## src/rtl/playfair_pair_substitution_unit_assert.svh

```systemverilog
// assertion macros shared by the playfair substitution rtl
`ifndef PLAYFAIR_PAIR_SUBSTITUTION_UNIT_ASSERT_SVH
`define PLAYFAIR_PAIR_SUBSTITUTION_UNIT_ASSERT_SVH

// condition holds in the same cycle as the trigger
`define PFS_ASSERT_SAME(lbl, clk, rst, ante, cons, msg) \
   lbl: assert property (@(posedge clk) disable iff (rst) (ante) |-> (cons)) \
      else $error(msg);

// condition holds in the cycle after the trigger
`define PFS_ASSERT_NEXT(lbl, clk, rst, ante, cons, msg) \
   lbl: assert property (@(posedge clk) disable iff (rst) (ante) |=> (cons)) \
      else $error(msg);

`endif

```

## src/rtl/pfs_pkg.sv

```systemverilog
// shared constants, types and helper functions of the playfair substitution unit
`default_nettype none

package pfs_pkg;

   localparam int LETTER_W     = 5;
   localparam int SIDE_W       = 3;
   localparam int SQUARE_CELLS = 25;
   localparam int LETTER_COUNT = 26;
   localparam int KEY_SLOTS    = 32;
   localparam int KEY_MAX      = 25;
   localparam int LOW_LETTERS  = 9;
   localparam int MID_LETTERS  = 9;

   localparam int CSR_INDEX_W = 3;
   localparam int CSR_DATA_W  = 45;
   localparam int KEY_LOW_W   = 45;
   localparam int KEY_MID_W   = 45;
   localparam int KEY_HIGH_W  = 35;

   localparam logic [CSR_INDEX_W-1:0] REG_KEY_LOW    = 3'd0;
   localparam logic [CSR_INDEX_W-1:0] REG_KEY_MID    = 3'd1;
   localparam logic [CSR_INDEX_W-1:0] REG_KEY_HIGH   = 3'd2;
   localparam logic [CSR_INDEX_W-1:0] REG_KEY_LENGTH = 3'd3;

   localparam logic [LETTER_W-1:0] LETTER_I     = 5'd8;
   localparam logic [LETTER_W-1:0] LETTER_J     = 5'd9;
   localparam logic [LETTER_W-1:0] LETTER_X     = 5'd23;
   localparam logic [LETTER_W-1:0] LETTER_LAST  = 5'd25;
   localparam logic [LETTER_W-1:0] LETTER_LIMIT = 5'd26;
   localparam logic [LETTER_W-1:0] CELL_LIMIT   = 5'd25;
   localparam logic [SIDE_W-1:0]   SIDE_LAST    = 3'd4;

   typedef enum logic [1:0] {
      BUILD_KEY,
      BUILD_FILL,
      BUILD_DONE
   } build_state_type;

   typedef enum logic [1:0] {
      KIND_LOOKUP,
      KIND_ZERO,
      KIND_X
   } result_kind_type;

   // one write into the square and position tables
   typedef struct packed {
      logic                sq_we;
      logic                pos_we;
      logic [LETTER_W-1:0] slot;
      logic [LETTER_W-1:0] letter;
   } sq_write_type;

   typedef struct packed {
      logic busy;
      logic fault;
   } build_status_type;

   // row of a cell index 0..24: multiply by 13/64 in place of divide by 5
   function automatic logic [SIDE_W-1:0] cell_row(input logic [LETTER_W-1:0] pos);
      logic [8:0] prod;
      prod = 9'(pos) * 9'd13;
      return prod[8:6];
   endfunction

   function automatic logic [SIDE_W-1:0] cell_col(input logic [LETTER_W-1:0] pos,
                                                  input logic [SIDE_W-1:0]   row);
      logic [LETTER_W-1:0] base;
      base = LETTER_W'({row, 2'b00}) + LETTER_W'(row);
      return SIDE_W'(pos - base);
   endfunction

   function automatic logic [LETTER_W-1:0] cell_index(input logic [SIDE_W-1:0] row,
                                                      input logic [SIDE_W-1:0] col);
      return LETTER_W'({row, 2'b00}) + LETTER_W'(row) + LETTER_W'(col);
   endfunction

endpackage

`default_nettype wire

```

## src/rtl/pfs_ram.sv

```systemverilog
// generic single write port ram with registered read
`default_nettype none

module pfs_ram #(
   parameter int WIDTH = 8,
   parameter int DEPTH = 32
) (
   input  wire logic                     clock,
   input  wire logic                     we,
   input  wire logic [$clog2(DEPTH)-1:0] waddr,
   input  wire logic [WIDTH-1:0]         wdata,
   input  wire logic                     re,
   input  wire logic [$clog2(DEPTH)-1:0] raddr,
   output logic      [WIDTH-1:0]         rdata
);

   logic [WIDTH-1:0] mem_ff [DEPTH];

   always_ff @(posedge clock) begin
      if (we) begin
         mem_ff[waddr] <= wdata;
      end
      if (re) begin
         rdata <= mem_ff[raddr];
      end
   end

endmodule

`default_nettype wire

```

## src/rtl/pfs_builder.sv

```systemverilog
// key registers and the sequencer that builds the square after each key write
`default_nettype none
`include "playfair_pair_substitution_unit_assert.svh"

module pfs_builder (
   input  wire logic                             clock,
   input  wire logic                             reset,
   input  wire logic                             csr_we,
   input  wire logic [pfs_pkg::CSR_INDEX_W-1:0]  csr_index,
   input  wire logic [pfs_pkg::CSR_DATA_W-1:0]   csr_wdata,
   output pfs_pkg::sq_write_type                 wr,
   output pfs_pkg::build_status_type             status
);

   import pfs_pkg::*;

   logic [KEY_LOW_W-1:0]  key_low_ff;
   logic [KEY_MID_W-1:0]  key_mid_ff;
   logic [KEY_HIGH_W-1:0] key_high_ff;
   logic [LETTER_W-1:0]   key_len_ff;

   build_state_type       state_ff, state_in;
   logic [LETTER_W-1:0]   idx_ff, idx_in;
   logic [LETTER_W-1:0]   n_ff, n_in;
   logic [KEY_SLOTS-1:0]  used_ff, used_in;
   logic                  fault_ff, fault_in;

   logic [LETTER_W-1:0]   key_arr [KEY_SLOTS];
   logic [LETTER_W-1:0]   key_used_len;
   logic [LETTER_W-1:0]   key_letter;
   logic                  restart;

   assign restart = csr_we && (csr_index <= REG_KEY_LENGTH);

   // key registers
   always_ff @(posedge clock) begin
      if (reset) begin
         key_low_ff  <= '0;
         key_mid_ff  <= '0;
         key_high_ff <= '0;
         key_len_ff  <= '0;
      end else if (csr_we) begin
         unique case (csr_index)
            REG_KEY_LOW:    key_low_ff  <= csr_wdata[KEY_LOW_W-1:0];
            REG_KEY_MID:    key_mid_ff  <= csr_wdata[KEY_MID_W-1:0];
            REG_KEY_HIGH:   key_high_ff <= csr_wdata[KEY_HIGH_W-1:0];
            REG_KEY_LENGTH: key_len_ff  <= csr_wdata[LETTER_W-1:0];
            default: ;
         endcase
      end
   end

   // key letters as one indexable row, unused slots zero
   always_comb begin
      for (int i = 0; i < KEY_SLOTS; i++) begin
         if (i < LOW_LETTERS) begin
            key_arr[i] = key_low_ff[i*LETTER_W +: LETTER_W];
         end else if (i < LOW_LETTERS + MID_LETTERS) begin
            key_arr[i] = key_mid_ff[(i-LOW_LETTERS)*LETTER_W +: LETTER_W];
         end else if (i < KEY_MAX) begin
            key_arr[i] = key_high_ff[(i-LOW_LETTERS-MID_LETTERS)*LETTER_W +: LETTER_W];
         end else begin
            key_arr[i] = '0;
         end
      end
   end

   assign key_used_len = (key_len_ff > CELL_LIMIT) ? CELL_LIMIT : key_len_ff;
   assign key_letter   = key_arr[idx_ff];

   // next state
   always_comb begin
      state_in = state_ff;
      if (restart) begin
         state_in = BUILD_KEY;
      end else begin
         unique case (state_ff)
            BUILD_KEY:  if (idx_ff >= key_used_len) state_in = BUILD_FILL;
            BUILD_FILL: if (idx_ff == LETTER_LAST) state_in = BUILD_DONE;
            BUILD_DONE: state_in = BUILD_DONE;
            default:    state_in = BUILD_KEY;
         endcase
      end
   end

   // table writes and counters
   always_comb begin
      wr       = '0;
      idx_in   = idx_ff;
      n_in     = n_ff;
      used_in  = used_ff;
      fault_in = fault_ff;
      if (restart) begin
         idx_in   = '0;
         n_in     = '0;
         used_in  = '0;
         fault_in = 1'b0;
      end else begin
         unique case (state_ff)
            BUILD_KEY: begin
               if (idx_ff < key_used_len) begin
                  wr.sq_we            = 1'b1;
                  wr.pos_we           = key_letter < LETTER_LIMIT;
                  wr.slot             = n_ff;
                  wr.letter           = key_letter;
                  fault_in            = fault_ff || (key_letter >= LETTER_LIMIT) ||
                                        (key_letter == LETTER_J) || used_ff[key_letter];
                  used_in[key_letter] = 1'b1;
                  n_in                = n_ff + 1'b1;
                  idx_in              = idx_ff + 1'b1;
               end else begin
                  idx_in = '0;
               end
            end
            BUILD_FILL: begin
               if ((idx_ff != LETTER_J) && !used_ff[idx_ff] && (n_ff < CELL_LIMIT)) begin
                  wr.sq_we  = 1'b1;
                  wr.pos_we = 1'b1;
                  wr.slot   = n_ff;
                  wr.letter = idx_ff;
                  n_in      = n_ff + 1'b1;
               end
               if (idx_ff != LETTER_LAST) begin
                  idx_in = idx_ff + 1'b1;
               end
            end
            BUILD_DONE: ;
            default: ;
         endcase
      end
   end

   always_ff @(posedge clock) begin
      if (reset) begin
         state_ff <= BUILD_KEY;
         idx_ff   <= '0;
         n_ff     <= '0;
         used_ff  <= '0;
         fault_ff <= 1'b0;
      end else begin
         state_ff <= state_in;
         idx_ff   <= idx_in;
         n_ff     <= n_in;
         used_ff  <= used_in;
         fault_ff <= fault_in;
      end
   end

   assign status.busy  = state_ff != BUILD_DONE;
   assign status.fault = fault_ff;

   `PFS_ASSERT_SAME(a_full_square, clock, reset,
      (state_ff == BUILD_DONE) && !fault_ff, n_ff == CELL_LIMIT,
      "clean key left the square short of 25 cells")
   `PFS_ASSERT_SAME(a_no_write_done, clock, reset,
      state_ff == BUILD_DONE, !wr.sq_we && !wr.pos_we,
      "table write after the square was complete")
   `PFS_ASSERT_SAME(a_key_cell, clock, reset,
      (state_ff == BUILD_KEY) && wr.sq_we, n_ff == idx_ff,
      "key letter written away from its own cell")

endmodule

`default_nettype wire

```

## src/rtl/pfs_lookup.sv

```systemverilog
// three stage lookup pipeline: letter positions, row and column, square cell
`default_nettype none
`include "playfair_pair_substitution_unit_assert.svh"

module pfs_lookup (
   input  wire logic                           clock,
   input  wire logic                           reset,
   input  wire pfs_pkg::sq_write_type          wr,
   input  wire pfs_pkg::build_status_type      status,
   input  wire logic                           req_valid,
   output logic                                req_ready,
   input  wire logic [pfs_pkg::LETTER_W-1:0]   req_first,
   input  wire logic [pfs_pkg::LETTER_W-1:0]   req_second,
   input  wire logic                           req_decipher,
   output logic                                rsp_valid,
   input  wire logic                           rsp_ready,
   output logic      [pfs_pkg::LETTER_W-1:0]   rsp_result,
   output logic                                rsp_fault
);

   import pfs_pkg::*;

   logic en1, en2, en3, accept;

   // stage 1: position reads in flight
   logic                v1_ff, bad1_ff, eq1_ff, dec1_ff;
   logic [LETTER_W-1:0] addr_a, addr_b, pa_rd, pb_rd;

   // stage 2: rows and columns
   logic                v2_ff, dec2_ff;
   result_kind_type     kind2_ff, kind2_in;
   logic [SIDE_W-1:0]   ra2_ff, ca2_ff, rb2_ff, cb2_ff;
   logic [SIDE_W-1:0]   ra_in, ca_in, rb_in, cb_in;

   // stage 3: square cell read, output word
   logic                v3_ff, fault3_ff;
   result_kind_type     kind3_ff;
   logic [LETTER_W-1:0] cell_in, sq_rd;
   logic [SIDE_W-1:0]   row_up, row_dn, col_lt, col_rt;

   assign en3       = !v3_ff || rsp_ready;
   assign en2       = !v2_ff || en3;
   assign en1       = !v1_ff || en2;
   assign req_ready = !status.busy && en1;
   assign accept    = req_valid && req_ready;

   // j shares the cell of i; codes past z read a harmless entry
   assign addr_a = (req_first == LETTER_J) ? LETTER_I :
                   (req_first >= LETTER_LIMIT) ? '0 : req_first;
   assign addr_b = (req_second == LETTER_J) ? LETTER_I :
                   (req_second >= LETTER_LIMIT) ? '0 : req_second;

   pfs_ram #(.WIDTH(LETTER_W), .DEPTH(LETTER_COUNT)) u_pos_a (
      .clock (clock),
      .we    (wr.pos_we),
      .waddr (wr.letter),
      .wdata (wr.slot),
      .re    (en1),
      .raddr (addr_a),
      .rdata (pa_rd)
   );

   pfs_ram #(.WIDTH(LETTER_W), .DEPTH(LETTER_COUNT)) u_pos_b (
      .clock (clock),
      .we    (wr.pos_we),
      .waddr (wr.letter),
      .wdata (wr.slot),
      .re    (en1),
      .raddr (addr_b),
      .rdata (pb_rd)
   );

   always_ff @(posedge clock) begin
      if (reset) begin
         v1_ff <= 1'b0;
      end else if (en1) begin
         v1_ff <= accept;
      end
   end

   always_ff @(posedge clock) begin
      if (en1) begin
         bad1_ff <= (req_first >= LETTER_LIMIT) || (req_second >= LETTER_LIMIT);
         eq1_ff  <= req_first == req_second;
         dec1_ff <= req_decipher;
      end
   end

   always_comb begin
      ra_in = cell_row(pa_rd);
      ca_in = cell_col(pa_rd, ra_in);
      rb_in = cell_row(pb_rd);
      cb_in = cell_col(pb_rd, rb_in);
      priority if (status.fault || bad1_ff) begin
         kind2_in = KIND_ZERO;
      end else if (eq1_ff) begin
         kind2_in = KIND_X;
      end else begin
         kind2_in = KIND_LOOKUP;
      end
   end

   always_ff @(posedge clock) begin
      if (reset) begin
         v2_ff <= 1'b0;
      end else if (en2) begin
         v2_ff <= v1_ff;
      end
   end

   always_ff @(posedge clock) begin
      if (en2) begin
         kind2_ff <= kind2_in;
         dec2_ff  <= dec1_ff;
         ra2_ff   <= ra_in;
         ca2_ff   <= ca_in;
         rb2_ff   <= rb_in;
         cb2_ff   <= cb_in;
      end
   end

   // wrapping neighbours of the first letter
   assign row_up = (ra2_ff == '0) ? SIDE_LAST : ra2_ff - 1'b1;
   assign row_dn = (ra2_ff == SIDE_LAST) ? '0 : ra2_ff + 1'b1;
   assign col_lt = (ca2_ff == '0) ? SIDE_LAST : ca2_ff - 1'b1;
   assign col_rt = (ca2_ff == SIDE_LAST) ? '0 : ca2_ff + 1'b1;

   always_comb begin
      priority if (ca2_ff == cb2_ff) begin
         cell_in = cell_index(dec2_ff ? row_up : row_dn, ca2_ff);
      end else if (ra2_ff == rb2_ff) begin
         cell_in = cell_index(ra2_ff, dec2_ff ? col_lt : col_rt);
      end else begin
         cell_in = cell_index(ra2_ff, cb2_ff);
      end
   end

   pfs_ram #(.WIDTH(LETTER_W), .DEPTH(SQUARE_CELLS)) u_square (
      .clock (clock),
      .we    (wr.sq_we),
      .waddr (wr.slot),
      .wdata (wr.letter),
      .re    (en3),
      .raddr (cell_in),
      .rdata (sq_rd)
   );

   always_ff @(posedge clock) begin
      if (reset) begin
         v3_ff <= 1'b0;
      end else if (en3) begin
         v3_ff <= v2_ff;
      end
   end

   always_ff @(posedge clock) begin
      if (en3) begin
         kind3_ff  <= kind2_ff;
         fault3_ff <= status.fault;
      end
   end

   always_comb begin
      unique case (kind3_ff)
         KIND_ZERO:   rsp_result = '0;
         KIND_X:      rsp_result = LETTER_X;
         KIND_LOOKUP: rsp_result = sq_rd;
         default:     rsp_result = '0;
      endcase
   end

   assign rsp_valid = v3_ff;
   assign rsp_fault = fault3_ff;

   `PFS_ASSERT_NEXT(a_no_entry_busy, clock, reset,
      status.busy && en1, !v1_ff,
      "word entered the pipeline while the square was being built")
   `PFS_ASSERT_NEXT(a_out_hold, clock, reset,
      v3_ff && !rsp_ready, v3_ff && $stable(sq_rd) && $stable(kind3_ff),
      "stalled output word changed")
   `PFS_ASSERT_NEXT(a_bad_zero, clock, reset,
      v1_ff && bad1_ff && en2, kind2_ff == KIND_ZERO,
      "out of range letter not forced to zero")

endmodule

`default_nettype wire

```

## src/rtl/playfair_pair_substitution_unit.sv

```systemverilog
// an accepted word passes the position reads, the row and column registers and the square cell
// read, in that order, before its result word is valid
// throughput: one letter pair per cycle, stalls on the result side back up stage by stage
// the square is rebuilt after reset and after every key register write: the key letters first,
// then the rest of the alphabet, req_tready low throughout
// reset is synchronous and active high; it clears the key to empty (square a to z less j)
`default_nettype none

module playfair_pair_substitution_unit (
   input  wire logic                            clock,
   input  wire logic                            reset,
   // request side
   input  wire logic                            req_tvalid,
   output logic                                 req_tready,
   input  wire logic [15:0]                     req_tdata,   // first_letter, second_letter, zero
   input  wire logic                            req_tuser,   // decipher
   // result side
   output logic                                 rsp_tvalid,
   input  wire logic                            rsp_tready,
   output logic      [7:0]                      rsp_tdata,   // result_letter, zero
   output logic                                 rsp_tuser,   // key_fault
   // key register writes
   input  wire logic                            csr_we,
   input  wire logic [pfs_pkg::CSR_INDEX_W-1:0] csr_index,
   input  wire logic [pfs_pkg::CSR_DATA_W-1:0]  csr_wdata
);

   import pfs_pkg::*;

   sq_write_type        wr;
   build_status_type    status;
   logic [LETTER_W-1:0] result_letter;

   // builder owns the key registers and fills both lookup tables
   pfs_builder u_builder (
      .clock     (clock),
      .reset     (reset),
      .csr_we    (csr_we),
      .csr_index (csr_index),
      .csr_wdata (csr_wdata),
      .wr        (wr),
      .status    (status)
   );

   // pipeline: positions of both letters, then row and column, then the square cell
   pfs_lookup u_lookup (
      .clock        (clock),
      .reset        (reset),
      .wr           (wr),
      .status       (status),
      .req_valid    (req_tvalid),
      .req_ready    (req_tready),
      .req_first    (req_tdata[LETTER_W-1:0]),
      .req_second   (req_tdata[2*LETTER_W-1:LETTER_W]),
      .req_decipher (req_tuser),
      .rsp_valid    (rsp_tvalid),
      .rsp_ready    (rsp_tready),
      .rsp_result   (result_letter),
      .rsp_fault    (rsp_tuser)
   );

   // result letter in the low bits, padded to a byte
   assign rsp_tdata = {{(8-LETTER_W){1'b0}}, result_letter};

endmodule

`default_nettype wire
```

## config.mk

```make
export PLATFORM = sky130hd
export DESIGN_NAME = playfair_pair_substitution_unit
export DESIGN_NICKNAME = d
export VERILOG_FILES = /design/src/rtl/pfs_pkg.sv /design/src/rtl/pfs_ram.sv /design/src/rtl/pfs_builder.sv /design/src/rtl/pfs_lookup.sv /design/src/rtl/playfair_pair_substitution_unit.sv
export VERILOG_INCLUDE_DIRS = /design/src /design/src/rtl
export SDC_FILE = /design/constraint.sdc
export NUM_CORES = 1
export LEC_CHECK = 0
export CORE_MARGIN = 4
export CORE_UTILIZATION = 35
export CTS_BUF_LIST = sky130_fd_sc_hd__clkbuf_8
export DETAILED_ROUTE_END_ITERATION = 16
export DONT_BUFFER_PORTS = 1
export GPL_TIMING_DRIVEN = 0
export HOLD_SLACK_MARGIN = 0.08
export PLACE_DENSITY = 0.6
export SLEW_MARGIN = 20
export SYNTH_ARGS = -nofsm -noshare
export SYNTH_HDL_FRONTEND = slang
export SYNTH_SLANG_ARGS = --single-unit
export TNS_END_PERCENT = 10
```

## constraint.sdc

```tcl
create_clock -name clock -period 9.8 [get_ports clock]
set_input_delay 1.96 -clock clock [delete_from_list [all_inputs] [get_ports clock]]
set_output_delay 1.96 -clock clock [all_outputs]
set_load 0.01 [all_outputs]
```

==> reports/qor.yml, run 1 <==
worst_hold_path:
  worstHoldPathType: "reg -> reg"
floorplan:
  die_x_um: 259
  io_pins: 81
  row_count: 91
  die_h_um: 259
  initial_core_util_pct: 35.6
  coreArea_sq_mm: 0.0622
  die_area_sq_mm: 0.0673
timing:
  period_needed_ns: 5.46
  hold_viol_final: 0
  drv_slew: 0
  slew_headroom_pct: 26.1
  post-route-period-util_pct: 55.7
  fin_tns_setup_ns: 0
  setup_viol: 0
  worst_slew_pin_slew_ns: 1.11
  rsz0062_at_grt: "no"
  skew_ns: 0.0592
  fmax_mhz: 183
synth:
  synth_flop_cell: "edfxtp_1"
  synth_cell_types: 64
  synth_top_cell_area_share_pct: 39.5
  syn_inst: 2009
  async_flop_share_pct: 0
  ys_top_cells_by_area: "edfxtp_1 (39%), dfxtp_1 (16%), mux4_2 (9.4%), nand2_1 (8.2%), a21oi_1 (4.3%)"
  ys_seq_area_share_pct: 55.6
  netlist_area_sq_mm: 0.0221
  synth_top_area_cell: "edfxtp_1"
  ys_warn_count: 0
  ys_seq_elements: 469
  synth_edf_count: 291
  postSynthAreaPerCell_sq_um: 11.0
routing:
  dr.first_iter.drc_count: 1389
  drc_errors: 0
  ant_nets: 0
  wl_um: 59000
  avgRoutedWirePerCell_um: 19.7
  dr.pass1.iters: 5
  vias: 16000
  viasPerCell: 5.34
run_status:
  status: "finished, final reports clean"
pwr:
  finalPower_mw: 6.80
  pwr_density_cell_mw_per_mm2: 274
  p_leak_nw: 8.78
  vdd.ir_drop.worst_uv: 183
clocking:
  cts_setup_buffers: 0
  post_cts_resized: 0
  cts_tree: "yes"
  numCtsBuffers: 78
  cts_hold_buf: 0
  root_buffer: "clkbuf_8"
  clock_sinks: 469
  cts.path.max_buffers: 3
  clk_latency_ns: 0.68
  clk_pin_slew_ns: 0.07
  htree_levels: 3
placed_design:
  io_buffers: 0
  hpwl_um: 42500
  gp_congestion: 0.884
worst_setup_path:
  cp_data_arrival_time_ns: 5.73
  startpoint_type: "register"
  endpoint_kind: "register"
  crit_fanout: 27
  r2r_slack_ns: 4.34
  required_ns: 10.07
  critical_path_class: "reg -> reg"
cells_and_area:
  antenna_cells: 0
  final_cell_mix: "nand2_1 (483), edfxtp_1 (291), a21oi_1 (189)"
  nets: 2224
  drive_above_1_share_pct: 12.3
  syn_to_final_growth_pct: 12.3
  layout_commonest_cell: "nand2_1"
global_routing:
  grt_antenna_before_repair: 0
  globalRouteOverflowTotal: 0
  grt_usage_pct: 17.4
  grt_max_degree: 29
  grt_pass1_wl_um: 90500
  grt_pass1_vias: 15800
flow_run:
  max_cap_violations: 0
-- cell families (layout without fill, tap and decap cells) --
logic type / count (synthesis) / in the layout / share of synthesized area (%)
simple gates: 796 / 796 / 15.1
flops: 469 / 469 / 55.6
compound gates: 316 / 316 / 8.29
buf+inv: 176 / 318 / 3.36
mux: 151 / 151 / 12.4
fa+ha+maj: 62 / 62 / 3.74
xor+xnor: 38 / 38 / 1.50
other cells: 1 / 3 / 0.0169
-- Yosys cell counts, types with 3 or more instances --
library cell    n
mux4_2         92
nand4_1         3
inv_1          50
a31oi_1        13
buf_2          12
nor3_2          3
mux4_1          3
o21ai_1         4
o22ai_1         4
fa_1            7
nor2b_1        12
nor3b_1         4
nand2_1       483
clkinv_1        4
ha_1           55
xor2_1         10
and2_1         12
edfxtp_1      291
dfxtp_1       178
clkbuf_1       92
or3_1           4
nor2_1        137
nand2b_1       14
a21oi_1       189
a21o_1          9
a311oi_1       20
o221ai_1        3
mux2i_1        32
and3_1         20
mux2_2         22
o21ai_0        44
xnor2_1        28
buf_1           6
buf_6           3
buf_4           8
a211oi_1        7
nand3_1        82
nor3_1         14
-- worst paths after layout --
check | endpoint | cells after the start | from
setup / recovery | u_lookup.u_pos_b.mem_ff[6][4] | 14 | u_builder.idx_ff[1]
hold / removal | u_lookup.kind3_ff[1] | 0 | u_lookup.kind2_ff[1]
setup reg to reg | u_lookup.u_pos_b.mem_ff[6][4] | 14 | u_builder.idx_ff[1]
hold reg to reg | u_lookup.kind3_ff[1] | 0 | u_lookup.kind2_ff[1]
-- flip-flops by register name (all words and copies together), names as in the netlist, 3 cells and up --
signal,flops
u_lookup.u_square.rdata,5
u_builder.n_ff,5
u_lookup.u_pos_b.mem_ff,130
u_builder.idx_ff,5
u_builder.key_high_ff,35
u_lookup.cb2_ff,3
u_lookup.ca2_ff,3
u_builder.key_mid_ff,45
u_builder.key_low_ff,45
u_lookup.ra2_ff,3
u_lookup.u_pos_b.rdata,5
u_builder.key_len_ff,5
u_lookup.u_pos_a.rdata,5
u_lookup.u_square.mem_ff,125
u_builder.used_ff,32
u_lookup.rb2_ff,3
-- through the flow --
step           hold slack, ns  instances  setup WS (ns)  util, %  area (sq um)
2_1_floorplan           0.400       2011           4.90        -         22100
3_3_place_gp            0.410       2848           3.15     37.3         23200
3_5_place_dp            0.418       2848           4.06     37.4         23200
4_1_cts                 0.431       2989           4.01     39.9         24800
5_1_grt                 0.447       2990           4.03     40.0         24900
6_report                0.436       2990           4.34     40.0         24900
-- where the power goes --
part / internal [mW] / total, mW / switching (mW)
clock: 0.967 / 1.77 / 0.798
combinational: 0.963 / 2.77 / 1.80
sequential: 2.21 / 2.27 / 0.0595
total: 4.14 / 6.80 / 2.66
-- metal layers --
| layer | part of all wire (%) | wire length, um | vias to the layer above | track usage, % |
|---|---|---|---|---|
| met2 | 47 | 27600 | 661 | 28.1 |
| met5 | 0 | 0 | - | 0 |
| met4 | 2.9 | 1730 | 0 | 5.95 |
| met1 | 42 | 25000 | 7830 | 23.4 |
| li1 | - | - | 7363 | - |
| met3 | 7.9 | 4680 | 126 | 3.44 |
-- critical path: stages (launching register included) --
cell	delay [ns]
dfxtp_1	0.51
buf_2	0.40
buf_4	0.35
buf_4	0.28
clkinv_1	0.28
ha_1	0.31
nand2b_1	0.15
o221ai_1	0.16
o211ai_1	0.15
a21o_1	0.20
buf_4	0.16
o22ai_1	0.51
nor2b_4	0.76
nand2_1	0.32
nor2_1	0.49
-- area by class of cell --
class / instances / area (sq um)
Fill cell: 5984 / 37300
Sequential cell: 469 / 12300
Multi-Input combinational cell: 1366 / 9140
Clock buffer: 89 / 1220
Tap cell: 837 / 1050
Buffer: 122 / 542
Clock inverter: 52 / 374
Inverter: 54 / 203
Timing Repair Buffer: 1 / 15.0
Note: power is estimated with default switching activity, not from simulation.
==> run 2, diff against run 1 <==
==> constraint.sdc (replaced) <==
create_clock -name clock -period 5.6 [get_ports clock]
set_input_delay 1.12 -clock clock [delete_from_list [all_inputs] [get_ports clock]]
set_output_delay 1.12 -clock clock [all_outputs]
set_load 0.01 [all_outputs]
==> reports/qor.yml, run 2 (synthesis gave the netlist of run 1 again) <==
worst_setup_path:
  endpoint_kind: "register"
  slowest_delay_ns: 0.55  # -0.21 ns
  path_cells: "buf_2, buf_4, buf_4, clkinv_1, ha_1, nand2b_1, o221ai_1, o211ai_1, a21o_1, buf_4, o22ai_2, nor2b_4, nand2_1, nor2_1"
  required_ns: 5.87  # -4.20 ns
  crit_family: "buffers and inverters"
  slowest_stage: "nor2b_4"
  cp_data_arrival_time_ns: 5.38  # -0.35 ns
  crit_top_cell: "buf_4"
  startpoint_type: "register"
  crit_fanout: 14  # -48%
  path_buf_inv: 5  # unchanged
  critical_path_class: "reg -> reg"
pwr:
  p_leak_nw: 8.78  # about the same
  pwr_density_cell_mw_per_mm2: 478  # +74%
  finalPower_mw: 11.9  # +75%
  vdd.ir_drop.worst_uv: 324  # +77%
routing:
  wl_um: 59200  # +0.35%
  dr.pass1.iters: 6  # +1
  dr.first_iter.drc_count: 1462  # +5.3%
  drc_errors: 0  # unchanged
  avgRoutedWirePerCell_um: 19.8  # +0.32%
  ant_nets: 0  # unchanged
  vias: 16000  # -0.12%
  viasPerCell: 5.34  # -0.15%
global_routing:
  grt_pass1_vias: 15800  # unchanged
  grt_util_met1_pct: 23.4  # unchanged
  grt_pass1_wl_um: 90500  # unchanged
  grt-busiest-layer: "met2"
  grt_util_met3_pct: 3.44  # unchanged
  grt_max_degree: 29  # unchanged
  grt_antenna_before_repair: 0  # unchanged
  grt_use_met2_pct: 28.1  # unchanged
  globalRouteOverflowTotal: 0  # unchanged
  grt_usage_pct: 17.4  # unchanged
timing:
  period_needed_ns: 5.11  # -0.352 ns
  skew_ns: 0.0563  # -0.00291 ns
  rsz0062_at_grt: "no"
  setup_viol: 0  # unchanged
  drv_slew: 0  # unchanged
  slew_headroom_pct: 23.1  # -3.0 points
  worst_slew_pin_slew_ns: 1.15  # +0.0443 ns
  hold_viol_final: 0  # unchanged
  fmax_mhz: 196  # +6.9%
  post-route-period-util_pct: 91.2  # +35 points
cells_and_area:
  fin_util_pct: 40.0  # about the same
  largest_reg_flops: 130  # unchanged
  nets: 2225  # +0.045%
  largest-register: "u_lookup.u_pos_b.mem_ff"
  final_cell_mix: "nand2_1 (483), edfxtp_1 (291), a21oi_1 (189)"
  syn_to_final_growth_pct: 12.4  # about the same
  antenna_cells: 0  # unchanged
  layout_commonest_cell: "nand2_1"
  drive_above_1_share_pct: 12.4  # +0.13 points
  reg_top3: "u_lookup.u_pos_b.mem_ff: 130 flops, u_lookup.u_square.mem_ff: 125 flops"
clocking:
  cts_setup_buffers: 0  # unchanged
  clock_sinks: 469  # unchanged
  root_buffer: "clkbuf_8"
  clk_pin_slew_ns: 0.06  # about the same
  clk_latency_ns: 0.68  # about the same
  cts.path.max_buffers: 3  # unchanged
  cts_tree: "yes"
  cts_hold_buf: 0  # unchanged
  htree_levels: 3  # unchanged
  numCtsBuffers: 78  # unchanged
flow_run:
  max_cap_violations: 0  # unchanged
worst_hold_path:
  worstHoldPathType: "reg -> reg"
placed_design:
  hpwl_um: 42500  # unchanged
  io_buffers: 0  # unchanged
  gp_congestion: 0.884  # unchanged
floorplan:
  coreArea_sq_mm: 0.0622  # unchanged
  die_area_sq_mm: 0.0673  # unchanged
  initial_core_util_pct: 35.6  # unchanged
  die_x_um: 259  # unchanged
  die_h_um: 259  # unchanged
  io_pins: 81  # unchanged
  row_count: 91  # unchanged
run_status:
  status: "finished, final reports clean"
## run 2: path summary, 6_finish.rpt
path | from | endpoint | slack [ns] | cells past startpoint
worst max-delay path | u_builder.idx_ff[1] | u_lookup.u_pos_b.mem_ff[7][4] | 0.49 | 14
worst min-delay path | u_lookup.kind2_ff[1] | u_lookup.kind3_ff[1] | 0.44 | 0
worst max register to register | u_builder.idx_ff[1] | u_lookup.u_pos_b.mem_ff[7][4] | 0.49 | 14
worst min register to register | u_lookup.kind2_ff[1] | u_lookup.kind3_ff[1] | 0.44 | 0
## run 2: layout make-up
| class | instances | area [sq um] |
|---|---|---|
| Multi-Input combinational cell | 1367 | 9160 |
| Tap cell | 837 | 1050 |
| Clock inverter | 52 | 374 |
| Fill cell | 5982 | 37300 |
| Inverter | 54 | 203 |
| Buffer | 122 | 542 |
| Timing Repair Buffer | 1 | 15.0 |
| Sequential cell | 469 | 12300 |
| Clock buffer | 89 | 1220 |
## run 2: routing by layer
metal,wire [um],vias up
met1,25300,7869
met3,4430,118
met5,0,-
met4,1700,0
li1,-,7360
met2,27800,614
## run 2: metrics by stage
step	hold WS (ns)	std cells	setup TNS (ns)	setup slack, ns	cell area, sq um
floorplan	0.400	2011	0	1.59	22100
global placement	0.410	2848	-49.19	-1.05	23200
detailed placement	0.418	2848	-0.677	-0.136	23200
CTS	0.431	2989	0	0.131	24800
global route	0.447	2991	0	0.238	24900
finish	0.436	2991	0	0.492	24900
## run 2: power by group
group	internal [mW]	total, mW	switching, mW
registers	3.87	3.98	0.104
logic	1.67	4.81	3.15
clock network	1.69	3.09	1.40
total	7.23	11.9	4.65
## run 2: worst reg2reg max path, stage by stage (launching register included)
cell	delay, ns
dfxtp_1	0.52
buf_2	0.40
buf_4	0.34
buf_4	0.28
clkinv_1	0.29
ha_1	0.32
nand2b_1	0.16
o221ai_1	0.16
o211ai_1	0.14
a21o_1	0.20
buf_4	0.17
o22ai_2	0.45
nor2b_4	0.55
nand2_1	0.27
nor2_1	0.47
## run 2: what timing repair did
item	4_1_cts	5_1_grt
resized for setup	1	2
gates cloned	0	1
setup endpoints to repair	5	25
==> run 3, diff against run 2 <==
--- a/config.mk
+++ b/config.mk
@@ -6,6 +6,7 @@
 export SDC_FILE = /design/constraint.sdc
 export NUM_CORES = 1
 export LEC_CHECK = 0
+export ABC_AREA = 1
 export CORE_MARGIN = 4
 export CORE_UTILIZATION = 35
 export CTS_BUF_LIST = sky130_fd_sc_hd__clkbuf_8
==> reports/qor.yml, run 3 <==
synth:
  ys_seq_elements: 469  # unchanged
  synth_top_family_by_area: "compound AO/OA/AOI/OAI gates"
  synth_top_cell_area_share_pct: 38.1  # -1.4 points
  synth_edf_count: 291  # unchanged
  netlist_area_sq_mm: 0.0229  # +3.6%
  synth_flop_cell: "edfxtp_1"
  synth_cell_types: 51  # -20%
  ys_warn_count: 0  # unchanged
  ys_top_cells_by_area: "edfxtp_1 (38%), dfxtp_1 (16%), o21ai_0 (7.3%), a21oi_1 (6.1%), nand2_1 (5.6%)"
  synth_compound_area_share_pct: 18.2  # +10 points
  synth_common_cells: "nand2_1 (342), o21ai_0 (336), nor2_1 (328), edfxtp_1 (291), a21oi_1 (279)"
  async_flop_share_pct: 0  # unchanged
  synth.area.mux_share_pct: 0.0928  # -12 points
  ys_seq_area_share_pct: 53.7  # -1.9 points
  synthAdderAreaFrac_pct: 3.61  # -0.13 points
  synthXorXnorAreaFrac_pct: 1.03  # -0.47 points
  syn_inst: 2601  # +29%
  postSynthAreaPerCell_sq_um: 8.81  # -20%
  synth_top_area_cell: "edfxtp_1"
  synth_most_common_cell: "nand2_1"
  synthSimpleGateAreaFrac_pct: 16.2  # +1.1 points
pwr:
  p_leak_nw: 9.92  # +13%
  seq_power_share_pct: 30.1  # -3.4 points
  vdd.ir_drop.worst_uv: 438  # +35%
  swShare_pct: 44.5  # +5.3 points
  pwr_density_cell_mw_per_mm2: 532  # +11%
  internal_power_mw: 7.59  # +4.9%
  power_frac_clock_pct: 22.9  # -3.1 points
  power_switching_mw: 6.07  # +31%
  p_comb_share_pct: 46.9  # +6.4 points
clocking:
  clock_sinks: 469  # unchanged
  post_cts_resized: 0  # -1
  clk_latency_ns: 0.71  # +0.03 ns
  cts_setup_buffers: 0  # unchanged
  root_buffer: "clkbuf_8"
  cts.path.max_buffers: 3  # unchanged
  numCtsBuffers: 82  # +5.1%
  clk_pin_slew_ns: 0.06  # about the same
  cts_hold_buf: 0  # unchanged
  cts_tree: "yes"
  htree_levels: 3  # unchanged
worst_setup_path:
  rr_startpoint: "u_lookup.ra2_ff[1]"
  slowest_delay_ns: 0.68  # +0.13 ns
  path_cells: "inv_1, ha_1, ha_1, nor2_1, o21ai_0, a21o_1, o21ai_0, inv_1, fa_1, inv_1, fa_1, inv_1, o21ai_1, clkbuf_1, o221ai_1, nand3_1, nand2_1, nand2_1, nand2_1"
  startpoint_type: "register"
  r2r_cells: 19  # +5
  critPathCapture: "u_lookup.u_square.rdata[1]"
  endpoint_kind: "register"
  crit_top_cell: "inv_1"
  slowest_stage: "o21ai_1"
  required_ns: 6.02  # +0.15 ns
  critical_path_class: "reg -> reg"
  cp_data_arrival_time_ns: 5.46  # +0.08 ns
  crit_fanout: 10  # -4
  r2r_end: "u_lookup.u_square.rdata[1]"
  startpoint: "u_lookup.ra2_ff[1]"
  r2r_slack_ns: 0.56  # +0.07 ns
routing:
  viasPerCell: 5.41  # +1.3%
  vias: 19600  # +22%
  wl_um: 74500  # +26%
  drc_errors: 0  # unchanged
  dr.pass1.iters: 8  # +2
  ant_nets: 0  # unchanged
  dr.first_iter.drc_count: 2297  # +57%
  avgRoutedWirePerCell_um: 20.6  # +4.1%
timing:
  drv_slew: 0  # unchanged
  fmax_mhz: 198  # +1.4%
  setup_viol: 0  # unchanged
  hold_viol_final: 0  # unchanged
  post-route-period-util_pct: 90.0  # -1.2 points
  period_needed_ns: 5.04  # -0.0689 ns
  skew_ns: 0.0570  # +0.000699 ns
  slew_headroom_pct: 32.5  # +9.3 points
  rsz0062_at_grt: "no"
  worst_slew_pin_slew_ns: 1.01  # -0.142 ns
  fin_tns_setup_ns: 0  # unchanged
placed_design:
  io_buffers: 0  # unchanged
  hpwl_um: 52600  # +24%
  dp_cells: 3459  # +21%
  gp_congestion: 0.942  # +6.6%
run_status:
  status: "finished, final reports clean"
floorplan:
  die_x_um: 264  # +1.7%
  initial_core_util_pct: 35.4  # -0.16 points
  io_pins: 81  # unchanged
  coreArea_sq_mm: 0.0647  # +4.1%
  die_h_um: 264  # +1.7%
  die_area_sq_mm: 0.0697  # +3.5%
  row_count: 93  # +2.2%
cells_and_area:
  fill_cells: 6561  # +9.7%
  layout_commonest_cell: "nand2_1"
  nets: 2820  # +27%
  final_cell_mix: "nand2_1 (342), o21ai_0 (336), nor2_1 (327)"
  largest-register: "u_lookup.u_pos_b.mem_ff"
  drive_above_1_share_pct: 9.18  # -3.2 points
  final_cells: 3616  # +21%
  syn_to_final_growth_pct: 12.0
  reg_top3: "u_lookup.u_pos_b.mem_ff: 130 flops, u_lookup.u_square.mem_ff: 125 flops"
  largest_reg_flops: 130  # unchanged
flow_run:
  max_cap_violations: 0  # unchanged
global_routing:
  grt_pass1_wl_um: 113000  # +25%
  grt_max_degree: 30  # +3.4%
  grt_pass1_vias: 19100  # +20%
  grt_usage_pct: 20.7  # +3.3 points
  grt_antenna_before_repair: 1  # +1
  globalRouteOverflowTotal: 0  # unchanged
worst_hold_path:
  worstHoldPathType: "reg -> reg"
  hold_start: "u_lookup.kind2_ff[0]"
  min_path_cells: 0  # unchanged
-- run 3: cell count changes in the layout (fill, tap and decap cells not counted), moves of 21 or more --
| cell | change |
|---|---|
| o21ai_0 | +292 |
| nor2_1 | +193 |
| inv_1 | +187 |
| nand2_1 | -141 |
| mux4_2 | -92 |
| a21oi_1 | +90 |
| nand3_1 | +53 |
| o211ai_1 | +52 |
| mux2i_1 | -31 |
| buf_2 | +27 |
| mux2_2 | -21 |
-- run 3: layout make-up --
cell class | count | area, sq um | area share, %
flip-flops and latches | 469 | 12300 | 47.9
multi-input cells | 1738 | 9020 | 35.1
clock buffers | 94 | 1290 | 5.04
well taps | 855 | 1070 | 4.17
inverters | 248 | 931 | 3.62
plain buffers | 148 | 696 | 2.71
clock inverters | 59 | 345 | 1.34
repair buffers | 1 | 20.0 | 0.0779
diodes | 4 | 10.0 | 0.0390
-- run 3: worst min path at each step --
stage | endpoint | slack [ns]
finish | u_lookup.kind3_ff[0] | 0.42
global route | u_lookup.dec2_ff | 0.43
CTS | u_lookup.dec2_ff | 0.41
detailed placement | u_lookup.dec2_ff | 0.41
global placement | u_lookup.dec2_ff | 0.40
floorplan | u_lookup.dec2_ff | 0.40
-- run 3: worst max-delay path: cells and delay by family, from the launching register on --
kind	cells	cell delay, ns
fa+ha+maj	4	1.48
buf+inv	5	0.84
compound gates	5	1.43
simple gates	5	0.57
flops	1	0.48
-- run 3: per-stage QoR --
step	setup slack (ns)	hold WS, ns	total power, mW	instance area, sq um	util [%]
after floorplan	1.81	0.400	8.42	22900	-
after global placement	0.737	0.401	10.4	24000	37.1
after detailed placement	0.603	0.407	10.5	24000	37.1
after CTS	0.568	0.413	13.7	25700	39.7
after global routing	0.223	0.434	14.6	25700	39.7
final	0.561	0.416	13.7	25700	39.7
-- run 3: power by group through the flow --
stage                     sequential (mW)  clock [mW]  combinational (mW)
final                                4.12        3.13                6.42
after global routing                 4.14        3.37                7.06
after CTS                            4.12        3.20                6.36
after detailed placement             4.19           0                6.32
after global placement               4.19           0                6.19
after floorplan                      4.14           0                4.28
-- run 3: metal layers --
metal / part of all wire (%) / track usage [%]
met5: 0 / 0
met4: 3.7 / 8.51
met3: 8.1 / 3.83
met2: 46 / 33.5
met1: 42 / 27.3
-- run 3: cells by family (layout without fill, tap and decap cells) --
family / Yosys count / after routing
flip-flops: 469 / 469
adder cells (fa/ha/maj): 62 / 62
XOR/XNOR: 27 / 27
other: 1 / 7
buffers and inverters: 396 / 550
AO/OA/AOI/OAI: 765 / 765
AND/OR/NAND/NOR: 879 / 879
multiplexers: 2 / 2
